[src/design/spu_pkg.sv]
// ----------------------------------------------------------------------------
// spu_pkg
// Types and constants of the particle swarm update block.
// ----------------------------------------------------------------------------
package spu_pkg;
	// Binary point of the coordinates; the arithmetic does not depend on it.
	localparam int FracBits = 16;
	localparam int QueueDepth = 2;
	localparam logic [31:0] LcgMul = 32'd1103515245;
	localparam logic [31:0] LcgAdd = 32'd12345;
	// Two generator steps folded into one: s2 = LcgMul2 * s + LcgAdd2.
	localparam logic [31:0] LcgMul2 = 32'(64'(LcgMul) * 64'(LcgMul));
	localparam logic [31:0] LcgAdd2 = 32'(64'(LcgMul) * 64'(LcgAdd) + 64'(LcgAdd));

	typedef enum logic [2:0] {
		REG_INERTIA_START = 3'd0,
		REG_DECAY         = 3'd1,
		REG_PERSONAL_GAIN = 3'd2,
		REG_GLOBAL_GAIN   = 3'd3,
		REG_VEL_LIMIT     = 3'd4,
		REG_RANDOM_SEED   = 3'd5
	} reg_idx_t;

	typedef struct packed {
		logic signed [31:0] position;
		logic signed [31:0] velocity;
		logic signed [31:0] personal_best;
		logic signed [31:0] global_best;
		logic signed [31:0] lower_bound;
		logic signed [31:0] upper_bound;
		logic               last_of_sweep;
	} in_item_t;

	typedef struct packed {
		logic signed [31:0] new_position;
		logic signed [31:0] new_velocity;
		logic               hit_bound;
	} out_item_t;

	// Classified job handed from the front to the back part.
	typedef struct packed {
		logic signed [31:0] position;
		logic signed [31:0] velocity;
		logic signed [32:0] diff_p;
		logic signed [32:0] diff_g;
		logic signed [32:0] span;
		logic signed [31:0] lower_bound;
		logic signed [31:0] upper_bound;
		logic               last_of_sweep;
		logic [14:0]        r1;
		logic [14:0]        r2;
	} job_t;

	typedef struct packed {
		logic [15:0] decay;
		logic [15:0] personal_gain;
		logic [15:0] global_gain;
		logic [15:0] vel_limit;
	} cfg_t;
endpackage

[src/design/spu_front.sv]
// ----------------------------------------------------------------------------
// spu_front
// Accepts input beats, steps the generator twice and forms exact differences.
// ----------------------------------------------------------------------------
module spu_front (
	input  logic              clk,
	input  logic              arst_n,
	input  logic              in_valid,
	output logic              in_ready,
	input  spu_pkg::in_item_t in_data,
	input  logic              seed_load,
	input  logic [31:0]       seed_value,
	output logic              job_valid,
	input  logic              job_ready,
	output spu_pkg::job_t     job_data
);
	import spu_pkg::*;

	logic [31:0] rnd_q;
	logic [31:0] s1, s2;
	logic        take;

	// Both generator steps are formed in parallel from the stored state;
	// each is one 32x32 low-half product.
	assign s1 = rnd_q * LcgMul + LcgAdd;
	assign s2 = rnd_q * LcgMul2 + LcgAdd2;
	assign in_ready = job_ready;
	assign take = in_valid && in_ready;
	assign job_valid = in_valid;

	always_comb begin
		job_data.position = in_data.position;
		job_data.velocity = in_data.velocity;
		job_data.diff_p = 33'(in_data.personal_best) - 33'(in_data.position);
		job_data.diff_g = 33'(in_data.global_best) - 33'(in_data.position);
		job_data.span = 33'(in_data.upper_bound) - 33'(in_data.lower_bound);
		job_data.lower_bound = in_data.lower_bound;
		job_data.upper_bound = in_data.upper_bound;
		job_data.last_of_sweep = in_data.last_of_sweep;
		job_data.r1 = s1[30:16];
		job_data.r2 = s2[30:16];
	end

	always_ff @(posedge clk or negedge arst_n) begin
		if (!arst_n) begin
			rnd_q <= 32'd1;
		end else if (seed_load) begin
			rnd_q <= seed_value;
		end else if (take) begin
			rnd_q <= s2;
		end
	end
endmodule

[src/design/spu_queue.sv]
// ----------------------------------------------------------------------------
// spu_queue
// Short queue between the front and back parts.
// ----------------------------------------------------------------------------
module spu_queue #(
	parameter int DEPTH = spu_pkg::QueueDepth
) (
	input  logic          clk,
	input  logic          arst_n,
	input  logic          wr_valid,
	output logic          wr_ready,
	input  spu_pkg::job_t wr_data,
	output logic          rd_valid,
	input  logic          rd_ready,
	output spu_pkg::job_t rd_data
);
	import spu_pkg::*;
	localparam int AW = (DEPTH > 1) ? $clog2(DEPTH) : 1;

	job_t          mem_q [DEPTH];
	logic [AW-1:0] wp_q, rp_q;
	logic [AW:0]   cnt_q;
	logic          wr, rd;

	assign wr_ready = cnt_q != (AW+1)'(DEPTH);
	assign rd_valid = cnt_q != '0;
	assign rd_data = mem_q[rp_q];
	assign wr = wr_valid && wr_ready;
	assign rd = rd_valid && rd_ready;

	always_ff @(posedge clk) begin
		if (wr) begin
			mem_q[wp_q] <= wr_data;
		end
	end

	always_ff @(posedge clk or negedge arst_n) begin
		if (!arst_n) begin
			wp_q <= '0;
			rp_q <= '0;
			cnt_q <= '0;
		end else begin
			if (wr) begin
				wp_q <= (wp_q == AW'(DEPTH-1)) ? '0 : wp_q + 1'b1;
			end
			if (rd) begin
				rp_q <= (rp_q == AW'(DEPTH-1)) ? '0 : rp_q + 1'b1;
			end
			cnt_q <= cnt_q + (AW+1)'(wr) - (AW+1)'(rd);
		end
	end
endmodule

[src/design/spu_back.sv]
// ----------------------------------------------------------------------------
// spu_back
// Sequencer sharing one signed multiplier over the velocity update steps.
// ----------------------------------------------------------------------------
module spu_back (
	input  logic               clk,
	input  logic               arst_n,
	input  spu_pkg::cfg_t      cfg,
	input  logic               w_load,
	input  logic [15:0]        w_value,
	input  logic               job_valid,
	output logic               job_ready,
	input  spu_pkg::job_t      job_data,
	output logic               out_valid,
	input  logic               out_ready,
	output spu_pkg::out_item_t out_data
);
	import spu_pkg::*;

	typedef enum logic [7:0] {
		ST_IDLE  = 8'b00000001,
		ST_INER  = 8'b00000010,
		ST_PT    = 8'b00000100,
		ST_PR    = 8'b00001000,
		ST_GT    = 8'b00010000,
		ST_GR    = 8'b00100000,
		ST_LIM   = 8'b01000000,
		ST_FIN   = 8'b10000000
	} st_t;

	st_t                state_q;
	job_t               job_q;
	logic [15:0]        w_q;
	logic signed [36:0] acc_q;   // velocity sum
	logic signed [35:0] t_q;     // pull before random scaling
	logic signed [33:0] lim_q;
	logic signed [35:0] ma;
	logic signed [17:0] mb;
	logic signed [53:0] prod;
	logic signed [36:0] v, nv;
	logic signed [33:0] p;
	logic signed [31:0] pos_o, vel_o;
	logic               hit;
	logic               out_full_q;
	logic               fin_go;

	assign job_ready = (state_q == ST_IDLE);
	assign out_valid = out_full_q;
	assign prod = ma * mb;
	// The final step completes once the output register is free or drains now.
	assign fin_go = (state_q == ST_FIN) && (!out_full_q || out_ready);

	always_comb begin
		unique case (state_q)
			ST_INER: begin ma = 36'(job_q.velocity); mb = 18'($signed({1'b0, w_q})); end
			ST_PT:   begin ma = 36'(job_q.diff_p); mb = 18'($signed({1'b0, cfg.personal_gain})); end
			ST_PR:   begin ma = t_q; mb = 18'($signed({1'b0, job_q.r1})); end
			ST_GT:   begin ma = 36'(job_q.diff_g); mb = 18'($signed({1'b0, cfg.global_gain})); end
			ST_GR:   begin ma = t_q; mb = 18'($signed({1'b0, job_q.r2})); end
			ST_LIM:  begin ma = 36'(job_q.span); mb = 18'($signed({1'b0, cfg.vel_limit})); end
			default: begin ma = 36'($signed({1'b0, w_q})); mb = 18'($signed({1'b0, cfg.decay})); end
		endcase
	end

	// Clamp, move, clip and saturate in the final step.
	always_comb begin
		v = acc_q;
		if (v < -37'(lim_q)) begin
			v = -37'(lim_q);
		end else if (v > 37'(lim_q)) begin
			v = 37'(lim_q);
		end
		nv = v;
		hit = 1'b0;
		p = 34'(job_q.position) + 34'(v);
		if (p < 34'(job_q.lower_bound)) begin
			p = 34'(job_q.lower_bound);
			nv = -v;
			hit = 1'b1;
		end else if (p > 34'(job_q.upper_bound)) begin
			p = 34'(job_q.upper_bound);
			nv = -v;
			hit = 1'b1;
		end
		pos_o = p[31:0];
		if (nv > 37'sd2147483647) begin
			vel_o = 32'sh7fffffff;
		end else if (nv < -37'sd2147483648) begin
			vel_o = 32'sh80000000;
		end else begin
			vel_o = nv[31:0];
		end
	end

	always_ff @(posedge clk) begin
		if (job_valid && job_ready) begin
			job_q <= job_data;
		end
		unique case (state_q)
			ST_INER: acc_q <= 37'(prod >>> 14);
			ST_PT:   t_q <= 36'(prod >>> 14);
			ST_PR:   acc_q <= acc_q + 37'(prod >>> 15);
			ST_GT:   t_q <= 36'(prod >>> 14);
			ST_GR:   acc_q <= acc_q + 37'(prod >>> 15);
			ST_LIM:  lim_q <= 34'(prod >>> 16);
			default: ;
		endcase
		if (fin_go) begin
			out_data.new_position <= pos_o;
			out_data.new_velocity <= vel_o;
			out_data.hit_bound <= hit;
		end
	end

	always_ff @(posedge clk or negedge arst_n) begin
		if (!arst_n) begin
			state_q <= ST_IDLE;
			w_q <= 16'd11469;
			out_full_q <= 1'b0;
		end else begin
			if (fin_go) begin
				out_full_q <= 1'b1;
			end else if (out_valid && out_ready) begin
				out_full_q <= 1'b0;
			end
			if (w_load) begin
				w_q <= w_value;
			end else if (fin_go && job_q.last_of_sweep) begin
				w_q <= prod[31:16];
			end
			unique case (state_q)
				ST_IDLE: if (job_valid) state_q <= ST_INER;
				ST_INER: state_q <= ST_PT;
				ST_PT:   state_q <= ST_PR;
				ST_PR:   state_q <= ST_GT;
				ST_GT:   state_q <= ST_GR;
				ST_GR:   state_q <= ST_LIM;
				ST_LIM:  state_q <= ST_FIN;
				// Wait until the output register is free.
				ST_FIN:  if (fin_go) state_q <= ST_IDLE;
				default: state_q <= ST_IDLE;
			endcase
		end
	end
endmodule

[src/design/swarm_particle_update.sv]
// ----------------------------------------------------------------------------
// swarm_particle_update
// Particle swarm velocity and position update, one coordinate per beat.
// ----------------------------------------------------------------------------
// Usage: an input beat carries one coordinate of one particle (position,
// velocity, both bests and the bounds). The front part steps the random
// generator twice and forms exact differences; a two-entry queue hands the
// job to the back part. The back part runs the inertia and pull products
// and the velocity limit through one shared multiplier, one product per
// cycle, then clamps, moves and clips in a final step. With the block empty
// a result beat passes through the queue, the six product steps and the
// final step into the output register. The back part takes a new job only
// from its idle state, after the final step of the last job has completed.
// The result waits in an output register; while the receiver stalls
// the block holds one finished result, one item at the final step and two
// in the queue before in_ready drops. Configuration writes (index, data) are
// taken at once and are meant for an idle block. Reset loads the documented
// register defaults and empties the queue and the output register.
// ----------------------------------------------------------------------------
module swarm_particle_update #(
	parameter int QUEUE_DEPTH = spu_pkg::QueueDepth
) (
	input  logic               clk,
	input  logic               arst_n,
	input  logic               in_valid,
	output logic               in_ready,
	input  spu_pkg::in_item_t  in_data,
	output logic               out_valid,
	input  logic               out_ready,
	output spu_pkg::out_item_t out_data,
	input  logic               cfg_valid,
	output logic               cfg_ready,
	input  logic [2:0]         cfg_index,
	input  logic [31:0]        cfg_data
);
	import spu_pkg::*;

	cfg_t  cfg_q;
	job_t  fj, qj;
	logic  fv, fr, qv, qr;
	logic  wr;

	assign cfg_ready = 1'b1;
	assign wr = cfg_valid && cfg_ready;

	always_ff @(posedge clk or negedge arst_n) begin
		if (!arst_n) begin
			cfg_q.decay <= 16'd64881;
			cfg_q.personal_gain <= 16'd24576;
			cfg_q.global_gain <= 16'd24576;
			cfg_q.vel_limit <= 16'd13107;
		end else if (wr) begin
			unique case (cfg_index)
				REG_DECAY:         cfg_q.decay <= cfg_data[15:0];
				REG_PERSONAL_GAIN: cfg_q.personal_gain <= cfg_data[15:0];
				REG_GLOBAL_GAIN:   cfg_q.global_gain <= cfg_data[15:0];
				REG_VEL_LIMIT:     cfg_q.vel_limit <= cfg_data[15:0];
				default: ;
			endcase
		end
	end

	spu_front u_front (
		.clk, .arst_n, .in_valid, .in_ready, .in_data,
		.seed_load(wr && cfg_index == REG_RANDOM_SEED), .seed_value(cfg_data),
		.job_valid(fv), .job_ready(fr), .job_data(fj)
	);

	spu_queue #(.DEPTH(QUEUE_DEPTH)) u_queue (
		.clk, .arst_n, .wr_valid(fv), .wr_ready(fr), .wr_data(fj),
		.rd_valid(qv), .rd_ready(qr), .rd_data(qj)
	);

	spu_back u_back (
		.clk, .arst_n, .cfg(cfg_q),
		.w_load(wr && cfg_index == REG_INERTIA_START), .w_value(cfg_data[15:0]),
		.job_valid(qv), .job_ready(qr), .job_data(qj),
		.out_valid, .out_ready, .out_data
	);
endmodule

[config.mk]
export PLATFORM = sky130hd
export DESIGN_NAME = swarm_particle_update
export DESIGN_NICKNAME = d
export VERILOG_FILES = /design/src/design/spu_pkg.sv /design/src/design/spu_front.sv /design/src/design/spu_queue.sv /design/src/design/spu_back.sv /design/src/design/swarm_particle_update.sv
export SDC_FILE = /design/constraint.sdc
export NUM_CORES = 2
export LEC_CHECK = 0
export BUFFER_PORTS_ARGS = -buffer_cell sky130_fd_sc_hd__buf_4
export CAP_MARGIN = 20
export CELL_PAD_IN_SITES_DETAIL_PLACEMENT = 0
export CELL_PAD_IN_SITES_GLOBAL_PLACEMENT = 1
export CORE_MARGIN = 2
export CORE_UTILIZATION = 40
export CTS_CLUSTER_SIZE = 40
export DETAILED_ROUTE_END_ITERATION = 8
export PLACE_DENSITY_LB_ADDON = 0.1
export SETUP_SLACK_MARGIN = 0.2
export SYNTH_ARGS = -nofsm -noshare
export SYNTH_HDL_FRONTEND = slang
export SYNTH_SLANG_ARGS = --single-unit
[constraint.sdc]
create_clock -name clk -period 28.9 [get_ports clk]
set_input_delay 7.225 -clock clk [delete_from_list [all_inputs] [get_ports clk]]
set_output_delay 7.225 -clock clk [all_outputs]
set_load 0.02 [all_outputs]
==> impl_summary.txt <==
----------------------------------------------------
[Placed design]
  Gpl congestion ... 0.911
  Half-perimeter wire length after detailed placement ... 208000 um
  Count of input and output buffers ... 298

[STA]
  Final Setup Violations ... 0
  Peak Freq ... 64.7 MHz
  RSZ-0062 raised after global routing ... false
  Sum of negative setup slack ... 0 ps
  Slew headroom ... 15.7%
  Final hold vios ... 0
  Slew of the pin with the lowest slew margin ... 1270 ps
  Worst clock skew on the final layout ... 105 ps
  Final clock period utilization by the worst path ... 53.5%
  Slew Viols, Final ... 0
  Minimum period implied by the final worst setup slack ... 15460 ps

[Critical path]
  Crit-path max FO ... 31
  Startpoint types ... register
  Worst endpoint data arrival time ... 15940 ps
  Kind of end point of the critical path ... register
  CP top delay family ... compound AO/OA/AOI/OAI gates
  Crit-path max cell delay ... 1080 ps
  Required time of the worst setup path ... 29380 ps
  Crit-path slowest cell ... a221oi_1
  Total stage count of the critical path ... 50
  Critical setup path kind ... reg -> reg
  Number of cells on the worst reg-to-reg path ... 50
  Critical register-to-register path startpoint ... u_back.lim_q[3]
  Crit path from ... u_back.lim_q[3]
  End of the worst register-to-register path ... u_back.out_data[20]
  Flop-to-flop setup slack ... 13440 ps
  Setup crit end ... u_back.out_data[20]
  Critical path buffer and inverter count ... 6

[Synthesis]
  Average cell area after synthesis ... 11.2 um^2
  Sequential-to-total area share from yosys stat ... 36.7%
  Number of warnings issued by yosys ... 0
  Most used standard cells in the synthesized netlist ... 1381 x inv_1, 946 x edfxtp_1, 869 x fa_1
  Cell types with the largest area share after synthesis ... edfxtp_1 33%, fa_1 20%, ha_1 11%, inv_1 6.0%, mux2_2 4.3%
  Number of flops mapped to enable cells by yosys ... 946
  Cell accounting for the most synthesized area ... edfxtp_1
  Top cell type's share of synthesized area ... 33.1%
  Most frequently used cell type in the post-synthesis netlist ... inv_1
  Top flip-flop cell by instance count after synthesis ... edfxtp_1
  Count of different cell masters after synthesis ... 103
  Syn Inst Count ... 7658
  Synthesized flop and latch total ... 1070
  Synth Net Count ... 9517
  Area of the mapped netlist ... 85900 um^2
  Fraction of registers with async set or reset after synthesis ... 11.6%

[Floorplan]
  Starting utilization of the core area ... 40.2%
  Height of the die ... 467 um
  DIE AREA ... 219000 um^2
  DIE WIDTH ... 467 um
  Standard-cell rows ... 170
  Total I/O pin count ... 301
  Placeable core region ... 214000 um^2

[Drt]
  Via total after detailed routing ... 56900
  Routed via count divided by cell count ... 5.19
  Routed WL ... 263000 um
  DR pass1 iterations ... 6
  Number of DRC violations after detailed routing ... 0
  Antenna-violating nets left ... 0
  DR WL/cell ... 23.9 um
  Drt first-iter violations ... 4023

[Clock tree]
  Worst-skew pair later-pin latency ... 780 ps
  CTS tree ... done
  Number of gates given a new drive strength after cts ... 0
  Buffer type at the clock tree root ... clkbuf_16
  Number of sinks handled by clock tree synthesis ... 1070
  Clk slew on worst S/H paths ... 60 ps
  H-tree levels ... 3
  Post-cts hold buffer count ... 0
  Buffer depth of the longest clock path ... 3
  Number of buffers created by CTS ... 120
  Post-CTS Setup Bufs ... 0

[Global routing]
  First-pass GRT wire length ... 391000 um
  Via count of the first global-routing pass ... 59300
  GRT Residual Overflow ... 0
  Antenna violations before repair ... 38
  Maximum number of pins on one net before global-route repair ... 126
  Overall fraction of global-route tracks in use ... 24.2%

[Min path]
  Count of cells along the worst hold path ... 1
  Path class of the lowest-slack min-delay path ... reg -> reg

[Cells and area]
  Number of nets in the layout ... 9878
  Share of layout cells above drive strength 1 ... 13.9%
  P&R area growth vs syn ... 12.0%

[Outcome]
  Result of the run ... complete, no violations

[Job]
  # Max-Cap Violations ... 0

----------------------------------------------------
[layout make-up]
type	instances	area, um^2
fillers	20300	118000
clock inverters	80	823
multi-input cells	4986	48400
inverters	1385	5200
flip-flops and latches	1070	31600
repair buffers	456	3500
clock buffers	147	3170
well taps	2838	3550
diodes	11	27.5
[registers in the layout, indices dropped and copies added, names as in the netlist]
name and flops:
u_back.job_q 258, u_front.rnd_q 31, cfg_q 64, u_queue.cnt_q 2
u_back.lim_q 34, u_back.w_q 16, u_back.out_data 65, u_back.state_q 8
u_queue.mem_q 516, u_back.t_q 36, u_back.acc_q 37, u_queue.rp_q 1
u_back.out_valid 1, u_queue.wp_q 1
[cell usage in the layout (no fill, tap or decap), drive strengths merged, types with 76 or more instances in the layout]
cell,count
a21o,94
a21oi,265
buf,455
clkbuf,148
dfrtp,91
edfxtp,946
fa,869
ha,757
inv,1391
mux2,328
nand2,675
nor2,395
nor2b,76
nor3,132
o21ai,253
xnor2,248
[cells by family (layout without fill, tap and decap cells)]
kind of cell	after synthesis	after routing	share of synthesized area, %
simple gates	1631	1631	8.76
flops	1070	1070	36.7
other cells	1	12	0.00436
buf+inv	1602	2068	7.13
fa+ha+maj	1626	1626	31.3
xor+xnor	318	318	3.25
mux	354	354	4.62
compound gates	1056	1056	8.24
[how the worst min path moves through the flow]
stage | start | to | slack, ps
final | u_queue.mem_q[0][123] | u_back.job_q[123] | 490
after detailed placement | cfg_q[24] | cfg_q[24] | 490
after floorplan | u_queue.cnt_q[1] | u_queue.cnt_q[1] | 470
after global routing | u_queue.mem_q[0][138] | u_back.job_q[138] | 510
after CTS | u_queue.mem_q[0][189] | u_back.job_q[189] | 500
after global placement | u_queue.cnt_q[1] | u_queue.cnt_q[1] | 490
[metrics by stage]
| stage | area [um^2] | hold slack [ps] | utilization [%] | std cells | setup WS (ps) |
|---|---|---|---|---|---|
| global route | 96200 | 512 | 45.0 | 11000 | 12500 |
| global placement | 92100 | 486 | 43.0 | 10700 | 13750 |
| detailed placement | 92100 | 494 | 43.1 | 10700 | 13770 |
| CTS | 96100 | 495 | 44.9 | 11000 | 13680 |
| finish | 96200 | 494 | 45.0 | 11000 | 13440 |
| floorplan | 85900 | 467 | - | 7658 | 9710 |
[metal layers]
layer / up-vias / track usage [%] / wire length (um)
met3: 301 / 2.85 / 12300
met5: - / 0 / 55
li1: 26400 / - / -
met1: 28900 / 33.8 / 118000
met4: 8 / 6.27 / 7540
met2: 1317 / 40.1 / 124000
Power is left out: the tool's default activity adds up to more than one toggle a clock period on the data nets, which glitch-free logic cannot reach.
